File: src/hw/rtl/bwm_pkg.sv
package bwm_pkg;

  // Fixed widths of the access fields.
  localparam int unsigned ADDR_W     = 16;
  localparam int unsigned DATA_W     = 16;
  localparam int unsigned BYTE_W     = 8;
  localparam int unsigned BANK_IDX_W = ADDR_W - 1;

  // Register window and memory sizing.
  localparam int unsigned REG_COUNT    = 8;
  localparam int unsigned REG_IDX_W    = $clog2(REG_COUNT);
  localparam int unsigned MEM_BYTES    = 65536;
  localparam int unsigned KIB_BYTES    = 1024;
  localparam int unsigned KIB_SHIFT    = $clog2(KIB_BYTES);
  localparam int unsigned KIB_W        = 7;
  localparam int unsigned LIMIT_W      = KIB_W + KIB_SHIFT;

  // Configuration registers.
  localparam int unsigned CFG_IDX_W = 1;
  localparam logic [CFG_IDX_W-1:0] CFG_MEMORY_KIB       = 1'b0;
  localparam logic [CFG_IDX_W-1:0] CFG_CHAR_OUT_ADDRESS = 1'b1;
  localparam logic [KIB_W-1:0]     MEMORY_KIB_RST       = 7'd64;
  localparam logic [ADDR_W-1:0]    CHAR_OUT_ADDRESS_RST = 16'hFF76;

  typedef enum logic [1:0] {
    OP_BYTE_READ  = 2'd0,
    OP_BYTE_WRITE = 2'd1,
    OP_WORD_READ  = 2'd2,
    OP_WORD_WRITE = 2'd3
  } op_e;

  typedef enum logic [1:0] {
    ST_OK    = 2'd0,
    ST_RANGE = 2'd1,
    ST_ODD   = 2'd2
  } status_e;

  // Which source forms the read data of a request.
  typedef enum logic [2:0] {
    RD_NONE,
    RD_REG_BYTE,
    RD_REG_WORD,
    RD_MEM_BYTE,
    RD_MEM_WORD
  } rd_sel_e;

  // Decoded request: storage controls plus the result fields that are known at once.
  typedef struct packed {
    logic [REG_IDX_W-1:0]  reg_idx;
    logic                  reg_we;
    logic [DATA_W-1:0]     reg_wdata;
    logic [BANK_IDX_W-1:0] even_idx;
    logic [BANK_IDX_W-1:0] odd_idx;
    logic                  even_we;
    logic                  odd_we;
    logic [BYTE_W-1:0]     even_wdata;
    logic [BYTE_W-1:0]     odd_wdata;
    rd_sel_e               rd_sel;
    logic                  lo_odd;
    logic                  char_valid;
    logic [BYTE_W-1:0]     char_byte;
    status_e               status;
  } acc_t;

endpackage

File: src/hw/rtl/bwm_regfile.sv
module bwm_regfile import bwm_pkg::*; (
  input  logic                 clk_i,
  input  logic                 rst_ni,
  input  logic                 en_i,
  input  logic                 we_i,
  input  logic [REG_IDX_W-1:0] idx_i,
  input  logic [DATA_W-1:0]    wdata_i,
  output logic [DATA_W-1:0]    rdata_o
);

  logic [DATA_W-1:0] regs_q [REG_COUNT];
  logic [DATA_W-1:0] rdata_q;

  // Register storage, cleared by reset.
  always_ff @(posedge clk_i or negedge rst_ni) begin
    if (!rst_ni) begin
      for (int i = 0; i < REG_COUNT; i++) regs_q[i] <= '0;
    end else if (en_i && we_i) begin
      regs_q[idx_i] <= wdata_i;
    end
  end

  // Read data is captured with the request.
  always_ff @(posedge clk_i) begin
    if (en_i) rdata_q <= regs_q[idx_i];
  end

  assign rdata_o = rdata_q;

endmodule

File: config.mk
export PLATFORM = sky130hd
export DESIGN_NAME = bwm_regfile
export DESIGN_NICKNAME = d
export VERILOG_FILES = /design/src/hw/rtl/bwm_pkg.sv /design/src/hw/rtl/bwm_regfile.sv
export SDC_FILE = /design/constraint.sdc
export NUM_CORES = 1
export LEC_CHECK = 0
export BUFFER_PORTS_ARGS = -buffer_cell sky130_fd_sc_hd__buf_2
export CAP_MARGIN = 20
export CELL_PAD_IN_SITES_DETAIL_PLACEMENT = 2
export CELL_PAD_IN_SITES_GLOBAL_PLACEMENT = 2
export CORE_MARGIN = 5
export CORE_UTILIZATION = 40
export DETAILED_ROUTE_END_ITERATION = 12
export PLACE_DENSITY_LB_ADDON = 0.1
export SYNTH_ARGS = -nofsm -noshare
export SYNTH_HDL_FRONTEND = slang
export SYNTH_SLANG_ARGS = --single-unit
export TNS_END_PERCENT = 20
File: constraint.sdc
create_clock -name clk_i -period 1.9 [get_ports clk_i]
set_clock_uncertainty 0.05 [all_clocks]
set_input_delay 0.38 -clock clk_i [delete_from_list [all_inputs] [get_ports clk_i]]
set_output_delay 0.38 -clock clk_i [all_outputs]
set_load 0.01 [all_outputs]
* After elaboration in Yosys (flattened, before gate mapping)
Index checks and enable logic that the tools add are counted.
** Operators by class
- Order comparisons :: 2
- Multiplexer cells :: 6
- Bitwise logic cells :: 1
- Reduce and logical (&&, ||, !) cells :: 2
** Operators with widths (number)
- 128-bit bitwise mux :: 1
- 16-bit binary-select mux with 3-bit select :: 1
- 16-bit demux with 3-bit select :: 1
- 16-bit two-way mux :: 3
- 4-bit greater-or-equal comparator, second input constant :: 1
- 4-bit by 1-bit < comparator with 1-bit output, second input constant :: 1
- 3-bit NOT with 4-bit output :: 1
- 1-bit logical AND :: 2
** Storage, ports and cells
- Bits in registers :: 144
- Input bits :: 23
- Output and inout bits :: 16
- Logic and storage cells :: 20

* Depth between registers and ports, before layout
- Word-level depth :: 6
- Gate-level depth with buffers :: 6
- Mapped depth without buffers :: 3

* Worst setup path before layout
OpenSTA, ideal clock, no wires.
- Kind :: in2reg
- Start point :: input idx_i[0]
- End point :: register rdata_q[2], in the netlist rdata_o[2], data pin
- Arrival time :: 1.535 ns
- Data required time :: 1.590 ns
- Path slack :: 0.056 ns
- Cell stages on the path :: 4
- Path through :: buf_4 buf_4 mux4_2 mux2_2
** On the way
- Word-level cells in the longest chain between the ends :: 4
** RTL lines
- start: declaration :: RTL line bwm_regfile.sv:6 : input logic [REG_IDX_W-1:0] idx_i,
- 3-bit NOT with 4-bit output (not written as such) :: RTL line bwm_regfile.sv:25 : if (en_i) rdata_q <= regs_q[idx_i];
- 16-bit binary-select mux with 3-bit select :: RTL line bwm_regfile.sv:25
- 16-bit two-way mux (not written as such) (2 in a row) :: RTL line bwm_regfile.sv:25
- end signal: assignment :: RTL line bwm_regfile.sv:25
- end: declaration :: RTL line bwm_regfile.sv:12 : logic [DATA_W-1:0] rdata_q;
No other way between the ends. The select of a mux whose other input is x is not followed.
A chain may end at the register's enable or synchronous reset.

* Worst setup path after layout
- Start point :: input idx_i[0]
- End point :: register rdata_q[10], in the netlist rdata_o[10], data pin
Same word-level chain as after synthesis.

==> results.ini <==
[clock_network]
insertion_delay_ns=0.42
cts_root_buf=clkbuf_16
ctsResizeCount=0
cts_tree=built
cts.sinks=144
holdBufCountCts=1
cts_setup_buffers=0
cts-htree-levels=4
cts_buffers=17
cts_max_path_buffers=2
clkSlewWorstSetupHoldPaths_ns=0.06

[placement]
gp_congestion=0.724
dp_hpwl_microns=10100
post-place-ws_ns=-0.0195
portBuffers=38

[global_routing]
grt_pass1_vias=4183
grt_overflow_total=0
grt.total_usage=0.183
antenna_found_initial=0
grt_max_degree=80
grt_pass1_wl_microns=24900

[floorplan]
die_h_microns=136
start_util=0.404
core_area_sq_um=15700
die_area_sq_um=18500
fp-row-count=46
io_pins=39
chipWidth_microns=136

[route]
drt_iter0_drc=129
avgViaCountPerCell=5.26
routed_wl_microns=15500
drc=0
firstDrtPassIters=4
wire_per_inst_microns=23.2
postRouteAntennaNets=0
num_vias=3513

[sta]
slew_viol_final=0
setup_viol=0
fmax_mhz=675
hold_violations=0
final.setup.tns_ns=0
post-route-period-util=0.779
whs_ns=0.235
period_needed_ns=1.48
slew_headroom=0.700
rsz0062_at_grt=no
fin_ws_ns=0.420
worst_slew_pin_slew_ns=0.450

[worst_setup_path]
required_ns=2.02
critPathKind=in -> reg
crit_arrival_ns=1.60
r2r-end=rdata_o[9]$_DFFE_PP_
crit_path_end_kind=flip-flop
start_kind=input port
reg2reg_depth=2
r2r_start=regs_q[9]$_DFFE_PN0P_
crit_fanout=7
r2r_setup_slack_ns=0.46

[final_layout]
nets=462
area_growth_pct=19.8
antenna_cells=0
drive_gt1_frac=0.628
post-route-util=0.484

[logic_synthesis]
synth_top_area_share=0.505
yosys_warnings=0
synth.cell_area_sq_um=6340
synth_area_per_cell_sq_um=17.3
synth_seq_cells=144
synth_nets=390
synthTopCellsByArea=dfrtp_1 (50%), mux2_2 (24%), mux4_2 (9.9%)
synth-edff-count=16
seq_area_frac_synth=0.581
yosysTopAreaCell=dfrtp_1
yosysUniqueCellTypes=30
synthesis.instances=367
async_flop_share=0.889
yosys_most_used_dff=dfrtp_1

[power_and_ir_drop]
intPower_mw=6.69
switchingPower_mw=2.19
p_per_area_nw_per_um2=1170
clkPwrFrac=0.363
peakVddDrop_mv=0.633
p_sw_frac=0.247
comb_power_share=0.163
total_power_mw=8.87
power_frac_seq=0.474
p_leak_nw=3.29

[run_status]
outcome=completed

[min_path]
hold_start=wdata_i[15]
holdPathStages=2
whs_endpoint=regs_q[79]$_DFFE_PN0P_
hold_path.class=in -> reg

[flow_run]
cap_violations=0

## power groups by stage
| stage | registers (mW) | logic (mW) | clock network (mW) |
|---|---|---|---|
| 6_report | 4.21 | 1.45 | 3.22 |
| 5_1_grt | 4.28 | 1.58 | 3.46 |
| 4_1_cts | 4.21 | 1.48 | 3.29 |
| 3_5_place_dp | 4.25 | 1.47 | 0 |
| 3_3_place_gp | 4.22 | 1.39 | 0 |
| 2_1_floorplan | 4.14 | 1.05 | 0 |
## critical path, stage by stage
cell and delay, ns:
buf_2 0.20, buf_4 0.23, mux4_2 0.52, mux2_2 0.27
## through the flow
step / instance area, sq um / cells
after floorplan: 6340 / 367
after global placement: 7010 / 635
after detailed placement: 7010 / 635
after CTS: 7600 / 668
after global routing: 7600 / 668
final: 7600 / 668
## state kept, by name, summed over array words and instances (netlist names)
signal,cells
regs_q,128
rdata_o,16
## kinds of logic after synthesis
group | after synthesis | share of synthesized area
simple gates | 18 | 0.0211
compound gates | 9 | 0.0103
flops | 144 | 0.581
mux | 174 | 0.365
buf+inv | 22 | 0.0235
## layout by cell type (no fill, tap or decap), drive strengths merged, types with 2 or more instances in the layout
| cell type | n |
|---|---|
| mux2 | 144 |
| dfrtp | 128 |
| buf | 73 |
| mux4 | 28 |
| clkbuf | 21 |
| edfxtp | 16 |
| clkinv | 7 |
| nor2 | 6 |
| nand2b | 3 |
| inv | 3 |
| a31oi | 2 |
| mux2i | 2 |
| or3 | 2 |
| clkinvlp | 2 |
| nand3 | 2 |
## how the worst max path moves through the flow
stage	startpoint	slack (ns)	end
after floorplan	idx_i[0]	0.06	rdata_o[2]$_DFFE_PP_
after CTS	idx_i[0]	0.43	rdata_o[8]$_DFFE_PP_
after detailed placement	idx_i[0]	-0.02	rdata_o[8]$_DFFE_PP_
after global routing	idx_i[0]	0.39	rdata_o[8]$_DFFE_PP_
after global placement	idx_i[0]	0.002	rdata_o[3]$_DFFE_PP_
final	idx_i[0]	0.42	rdata_o[10]$_DFFE_PP_
## cell usage after synthesis, types with 2 or more instances
cell	count
mux2_4	11
mux2i_1	2
edfxtp_1	16
buf_6	3
buf_2	7
clkbuf_1	5
mux4_2	28
a31oi_1	2
mux2_2	133
buf_4	5
nor2_2	6
or3_1	2
dfrtp_1	128
nand2b_1	3
## area by class of cell
cell class | instances | area, sq um
clock buffer | 21 | 504
tap | 216 | 270
clock inverter | 11 | 75.1
multi-input combinational | 201 | 2510
inverter | 1 | 3.75
fill | 1485 | 8110
sequential | 144 | 3680
timing repair buffer | 74 | 553
## metal layers
| layer | share of wire | global-route usage | routed length [microns] |
|---|---|---|---|
| met1 | 0.45 | 0.236 | 6950 |
| met2 | 0.52 | 0.314 | 8020 |
| met3 | 0.021 | 0.0348 | 323 |
| met4 | 0.013 | 0.0554 | 208 |
| met5 | 0 | 0 | 0 |
No activity file was read; power rests on OpenSTA's default activity.
