--- src/hw/rtl/bwm_pkg.sv ---
package bwm_pkg;

  // Fixed widths of the access fields.
  localparam int unsigned ADDR_W     = 16;
  localparam int unsigned DATA_W     = 16;
  localparam int unsigned BYTE_W     = 8;
  localparam int unsigned BANK_IDX_W = ADDR_W - 1;

  // Register window and memory sizing.
  localparam int unsigned REG_COUNT    = 8;
  localparam int unsigned REG_IDX_W    = $clog2(REG_COUNT);
  localparam int unsigned MEM_BYTES    = 65536;
  localparam int unsigned KIB_BYTES    = 1024;
  localparam int unsigned KIB_SHIFT    = $clog2(KIB_BYTES);
  localparam int unsigned KIB_W        = 7;
  localparam int unsigned LIMIT_W      = KIB_W + KIB_SHIFT;

  // Configuration registers.
  localparam int unsigned CFG_IDX_W = 1;
  localparam logic [CFG_IDX_W-1:0] CFG_MEMORY_KIB       = 1'b0;
  localparam logic [CFG_IDX_W-1:0] CFG_CHAR_OUT_ADDRESS = 1'b1;
  localparam logic [KIB_W-1:0]     MEMORY_KIB_RST       = 7'd64;
  localparam logic [ADDR_W-1:0]    CHAR_OUT_ADDRESS_RST = 16'hFF76;

  typedef enum logic [1:0] {
    OP_BYTE_READ  = 2'd0,
    OP_BYTE_WRITE = 2'd1,
    OP_WORD_READ  = 2'd2,
    OP_WORD_WRITE = 2'd3
  } op_e;

  typedef enum logic [1:0] {
    ST_OK    = 2'd0,
    ST_RANGE = 2'd1,
    ST_ODD   = 2'd2
  } status_e;

  // Which source forms the read data of a request.
  typedef enum logic [2:0] {
    RD_NONE,
    RD_REG_BYTE,
    RD_REG_WORD,
    RD_MEM_BYTE,
    RD_MEM_WORD
  } rd_sel_e;

  // Decoded request: storage controls plus the result fields that are known at once.
  typedef struct packed {
    logic [REG_IDX_W-1:0]  reg_idx;
    logic                  reg_we;
    logic [DATA_W-1:0]     reg_wdata;
    logic [BANK_IDX_W-1:0] even_idx;
    logic [BANK_IDX_W-1:0] odd_idx;
    logic                  even_we;
    logic                  odd_we;
    logic [BYTE_W-1:0]     even_wdata;
    logic [BYTE_W-1:0]     odd_wdata;
    rd_sel_e               rd_sel;
    logic                  lo_odd;
    logic                  char_valid;
    logic [BYTE_W-1:0]     char_byte;
    status_e               status;
  } acc_t;

endpackage

--- src/hw/rtl/bwm_decode.sv ---
module bwm_decode import bwm_pkg::*; (
  input  logic [1:0]         opcode_i,
  input  logic [ADDR_W-1:0]  access_address_i,
  input  logic [DATA_W-1:0]  write_value_i,
  input  logic [LIMIT_W-1:0] limit_i,
  input  logic [ADDR_W-1:0]  char_out_address_i,
  output acc_t               acc_o
);

  logic [LIMIT_W-1:0] addr_ext;
  logic [LIMIT_W-1:0] addr_next;
  logic               byte_ok;
  logic               word_ok;
  logic               is_reg;
  logic               is_char;
  op_e                op;

  // Range checks against the usable limit, plus register-window and character-address matches.
  assign op        = op_e'(opcode_i);
  assign addr_ext  = LIMIT_W'(access_address_i);
  assign addr_next = addr_ext + LIMIT_W'(1);
  assign byte_ok   = addr_ext < limit_i;
  assign word_ok   = addr_next < limit_i;
  assign is_reg    = access_address_i < ADDR_W'(REG_COUNT);
  assign is_char   = access_address_i == char_out_address_i;

  always_comb begin
    acc_o            = '0;
    acc_o.rd_sel     = RD_NONE;
    acc_o.status     = ST_OK;
    acc_o.reg_idx    = access_address_i[REG_IDX_W-1:0];
    acc_o.reg_wdata  = write_value_i;
    acc_o.odd_idx    = access_address_i[ADDR_W-1:1];
    // An odd word read takes its high byte from the next even entry.
    acc_o.even_idx   = access_address_i[0] ? access_address_i[ADDR_W-1:1] + BANK_IDX_W'(1)
                                           : access_address_i[ADDR_W-1:1];
    acc_o.lo_odd     = access_address_i[0];
    acc_o.even_wdata = write_value_i[BYTE_W-1:0];
    acc_o.odd_wdata  = access_address_i[0] ? write_value_i[BYTE_W-1:0]
                                           : write_value_i[DATA_W-1:BYTE_W];

    if (is_reg) begin
      // Register window: no alignment, range or character handling.
      unique case (op)
        OP_BYTE_READ:  acc_o.rd_sel = RD_REG_BYTE;
        OP_BYTE_WRITE: begin
          acc_o.reg_we    = 1'b1;
          acc_o.reg_wdata = {{(DATA_W-BYTE_W){write_value_i[BYTE_W-1]}},
                             write_value_i[BYTE_W-1:0]};
        end
        OP_WORD_READ:  acc_o.rd_sel = RD_REG_WORD;
        OP_WORD_WRITE: acc_o.reg_we = 1'b1;
        default:       acc_o.rd_sel = RD_NONE;
      endcase
    end else begin
      unique case (op)
        OP_BYTE_READ: begin
          if (!byte_ok) acc_o.status = ST_RANGE;
          else          acc_o.rd_sel = RD_MEM_BYTE;
        end
        OP_BYTE_WRITE: begin
          priority if (is_char) begin
            acc_o.char_valid = 1'b1;
            acc_o.char_byte  = write_value_i[BYTE_W-1:0];
          end else if (!byte_ok) begin
            acc_o.status = ST_RANGE;
          end else begin
            acc_o.even_we = !access_address_i[0];
            acc_o.odd_we  = access_address_i[0];
          end
        end
        OP_WORD_READ: begin
          if (!word_ok) acc_o.status = ST_RANGE;
          else          acc_o.rd_sel = RD_MEM_WORD;
        end
        OP_WORD_WRITE: begin
          priority if (access_address_i[0]) begin
            acc_o.status = ST_ODD;
          end else if (is_char) begin
            acc_o.char_valid = 1'b1;
            acc_o.char_byte  = write_value_i[BYTE_W-1:0];
          end else if (!word_ok) begin
            acc_o.status = ST_RANGE;
          end else begin
            acc_o.even_we = 1'b1;
            acc_o.odd_we  = 1'b1;
          end
        end
        default: acc_o.rd_sel = RD_NONE;
      endcase
    end
  end

endmodule

--- config.mk ---
export PLATFORM = sky130hd
export DESIGN_NAME = bwm_decode
export DESIGN_NICKNAME = d
export VERILOG_FILES = /design/src/hw/rtl/bwm_pkg.sv /design/src/hw/rtl/bwm_decode.sv
export SDC_FILE = /design/constraint.sdc
export NUM_CORES = 1
export LEC_CHECK = 0
export ABC_AREA = 0
export BUFFER_PORTS_ARGS = -buffer_cell sky130_fd_sc_hd__buf_4
export CAP_MARGIN = 20
export CORE_ASPECT_RATIO = 1.25
export CORE_MARGIN = 3
export CORE_UTILIZATION = 40
export DETAILED_ROUTE_END_ITERATION = 8
export PLACE_DENSITY = 0.77
export SKIP_LAST_GASP = 1
export SLEW_MARGIN = 20
export SYNTH_ARGS = -nofsm -noshare
export SYNTH_HDL_FRONTEND = slang
export SYNTH_SLANG_ARGS = --single-unit
--- constraint.sdc ---
create_clock -name vclk -period 11
set_input_delay 2.2 -clock vclk [all_inputs]
set_output_delay 2.2 -clock vclk [all_outputs]
set_load 0.02 [all_outputs]
### Word level (Yosys, flattened, before mapping)

Cells that the tools add are included.

| word-level totals | value |
|---|---|
| flip-flop bits (word level) | 0 |
| bits in latches | 0 |
| bits in writable memories | 0 |
| ROM bits | 0 |
| bits of input ports | 67 |
| output and inout bits | 83 |
| logic and storage cells | 39 |
| memories | 0 |

| cells by class | value |
|---|---|
| add/subtract/negate cells | 2 |
| multiply operators | 0 |
| div/mod/pow operators | 0 |
| order comparisons | 3 |
| eq/ne operators | 4 |
| shifts and indexed selects | 0 |
| mux-type cells | 27 |
| bitwise logic cells | 0 |
| reductions and logical operators | 3 |

Operators by type and width:

| kind | count |
|---|---|
| 2-bit 2-to-1 mux | 10 |
| 9-bit 2-to-1 mux | 2 |
| 9-bit one-hot mux with 2 select lines | 1 |
| 16-bit by 1-bit adder with 17-bit output, second input constant | 1 |
| 16-bit by 17-bit less-than comparator with 1-bit output | 1 |
| 17-bit less-than comparator | 1 |
| 17-bit 2-to-1 mux | 1 |
| 16-bit == test | 1 |
| 16-bit by 4-bit less-than comparator with 1-bit output, second input constant | 1 |
| 16-bit 2-to-1 mux | 1 |
| 15-bit by 1-bit adder with 15-bit output, second input constant | 1 |
| 15-bit 2-to-1 mux | 1 |
| 11-bit 2-to-1 mux | 1 |
| 8-bit 2-to-1 mux | 1 |
| 2-bit one-hot mux with 2 select lines | 2 |
| 2-bit one-hot mux with 4 select lines | 1 |
| 3-bit 2-to-1 mux | 2 |
| 3-bit one-hot mux with 2 select lines | 1 |
| 2-bit == test, second input constant | 2 |
| 1-bit 2-to-1 mux | 3 |
| 2-bit by 1-bit == test with 1-bit output, second input constant | 1 |
| 2-bit zero test | 1 |
| 2-bit OR reduction | 1 |
| 1-bit zero test | 1 |

### Logic depth before layout (Yosys ltp)

| depth | value |
|---|---|
| word-level depth | 7 |
| gate-level depth with buffers | 13 |
| mapped depth without buffers | 13 |

### Least setup slack after synthesis

No wires, ideal clock.

| path | value |
|---|---|
| kind | input -> output |
| start point | input port access_address_i[0] |
| end point | output port acc_o[32] in the netlist's numbering |
| arrival | 4633 ps |
| required time | 8800 ps |
| path slack | 4167 ps |
| cell stages on the path | 12 |
| path buffers | 0 |
| cell sequence | ha_1 -> nand3_1 -> or2_2 -> nor2_1 -> xor2_1 -> ha_1 -> a211o_1 -> a21oi_1 -> o211ai_1 -> o31ai_2 -> nand3_1 -> a211oi_2 |

RTL lines:

| what | RTL line | RTL |
|---|---|---|
| start, declared | bwm_decode.sv:3 | `input logic [ADDR_W-1:0] access_address_i,` |
| end, declared | bwm_decode.sv:7 | `output acc_t acc_o` |

==> results.yml <==
route:
  remaining_drc_errors: 0
  post_drt_wl_per_cell_um: 14.3
  via_count: 2305
  top_layer: "met4"
  first_pass_iters: 4
  dr.first_iter.drc_count: 102
  drt-vias-per-instance: 5.09
  wl_um: 6490
  wl_met3_um: 661
  ant_nets: 0
  wl_met2_um: 3270
  m1WireLength_um: 2390
critical_path:
  cp-start-kind: "input port"
  arrival_ps: 5150
  max_stage_delay_ps: 360
  worstPathRequired_ps: 8800
  cp_max_fo: 22
  cp_top_family: "compound AO/OA/AOI/OAI gates"
  crit_type: "in2out"
  path_buf_inv: 2
  crit_chain: "buf_4 > ha_1 > nand3_1 > or2_2 > nor2_1 > xor2_1 > ha_1 > a211o_1 > a21oi_1 > o211ai_1 > o31ai_2 > nand3_1 > a211oi_2 > buf_4"
  crit_slowest_cell: "or2_2"
  end_kind: "output pin"
power_and_ir_drop:
  power_switching_mw: 0.0696
  leakage_nw: 1.61
  fin_total_pwr_mw: 0.129
  combPwrFrac_pct: 100.0
  pwr-share-seq_pct: 0
  swShare_pct: 54.1
  power_density_mw_per_mm2: 42.6
  p_int_mw: 0.0590
  power.share.clock_pct: 0
  peakVddDrop_v: 0.0000252
cts:
  cts-resized-gates: 0
  cts_hold_buffers: 0
  postCtsSetupBuffers: 0
min_path:
  hold_path_depth: 2
  worst_hold_path.endpoint: "acc_o[65]"
  min_from: "write_value_i[2]"
  min_path_type: "in2out"
sta:
  fmax_mhz: 136
  drv_slew: 0
  relSlewSlack_pct: 58.0
  fin_crit_sh_pct: 66.8
  tightest_slew_ps: 625
  fin_hold_ws_ps: 4620
  final_hold_viol_count: 0
  rsz0062_at_grt: "false"
  period_needed_ps: 7350
  finalSetupViolCount: 0
  setup_tns_ps: 0
grt:
  grt_max_degree: 23
  antenna_found_initial: 0
  overflow: 0
  grt_usage_pct: 18.4
  grt_first_pass_wirelength_um: 9820
  grt_pass1_vias: 2191
synthesis:
  yosysTopAreaCellShare_pct: 18.6
  syn_inst: 294
  synth_top_cells_by_count: "buf_4, ha_1, xor2_1"
  synth.cell_area_mm2: 0.00221
  synth_fp_nets: 394
  ys_warn_count: 0
  syn-mean-instance-area_um2: 7.53
  yosys.area.top_type: "ha_1"
  ys_types: 44
  yosysMostFrequentCell: "buf_4"
  yosysSeqAreaShare_pct: 0
  ys_top_cells_by_area: "ha_1, buf_4, xor2_1"
die:
  start_util_pct: 42.4
  core_area_mm2: 0.00523
  row_count: 29
  die_x_um: 72.6
  io_pins: 150
  dieHeight_um: 89.2
  die_area_mm2: 0.00647
final_layout:
  fin_cells: 453
  regArea_um2: 0
  nets: 493
  antenna_cells: 0
  syn_to_final_growth_pct: 36.3
  n_clock_buffer: 0
  drive_above_1_share_pct: 45.5
  seq_cell_count: 0
status:
  outcome: "finished clean"
run:
  timing.max_cap.violations: 0
placed_design:
  place_inst: 453
  placement.io_buffers: 150
  gp_congestion: 0.943
  post-dp-hpwl_um: 5600
cell type report:
class | count | area (µm²)
fill | 534 | 2210
inverter | 20 | 75.1
multi-input combinational | 221 | 1740
tap | 62 | 77.6
timing repair buffer | 150 | 1130
cells by family (layout without fill, tap and decap cells):
family	count (synthesis)	in the layout	share of synthesized area, %
AO/OA/AOI/OAI	41	41	12.4
XOR/XNOR	43	43	17.0
adder cells (fa/ha/maj)	33	33	18.6
buffers and inverters	73	170	21.5
multiplexers	9	9	4.58
AND/OR/NAND/NOR	95	95	25.9
power by group through the flow:
stage	sequential (mW)	combinational [mW]	clock (mW)
6_report	0	0.129	0
5_1_grt	0	0.140	0
4_1_cts	0	0.130	0
3_5_place_dp	0	0.129	0
3_3_place_gp	0	0.127	0
2_1_floorplan	0	0.0844	0
per-layer routing:
layer / GRT usage [%] / vias up
li1: - / 1165
met1: 21.4 / 1012
met2: 34.2 / 116
met3: 2.47 / 12
met4: 6.21 / 0
met5: 0 / -
how the worst max path moves through the flow:
stage / start / end / slack [ps] / cells after the start
2_1_floorplan: access_address_i[0] / acc_o[32] / 4170 / 12
3_3_place_gp: access_address_i[0] / acc_o[32] / 3750 / 14
4_1_cts: access_address_i[0] / acc_o[32] / 3640 / 14
3_5_place_dp: access_address_i[0] / acc_o[32] / 3640 / 14
6_report: access_address_i[0] / acc_o[32] / 3650 / 14
5_1_grt: access_address_i[0] / acc_o[32] / 3360 / 14
per-stage QoR:
step           instance area (µm²)  utilization [%]  worst slack (ps)
2_1_floorplan                 2210                -              4170
3_3_place_gp                  3020             57.8              3750
3_5_place_dp                  3020             57.8              3640
4_1_cts                       3020             57.8              3640
5_1_grt                       3020             57.8              3360
6_report                      3020             57.8              3650
layout by cell type, fill, tap and decap left out, drive strengths merged, types with 9 or more instances in the layout:
cell   count
a21oi     15
buf      150
ha        33
inv       20
mux2       9
nand2     27
nand3     16
nor2      17
o21ai     10
xnor2     14
xor2      29
(Power assumes the default switching activity.)
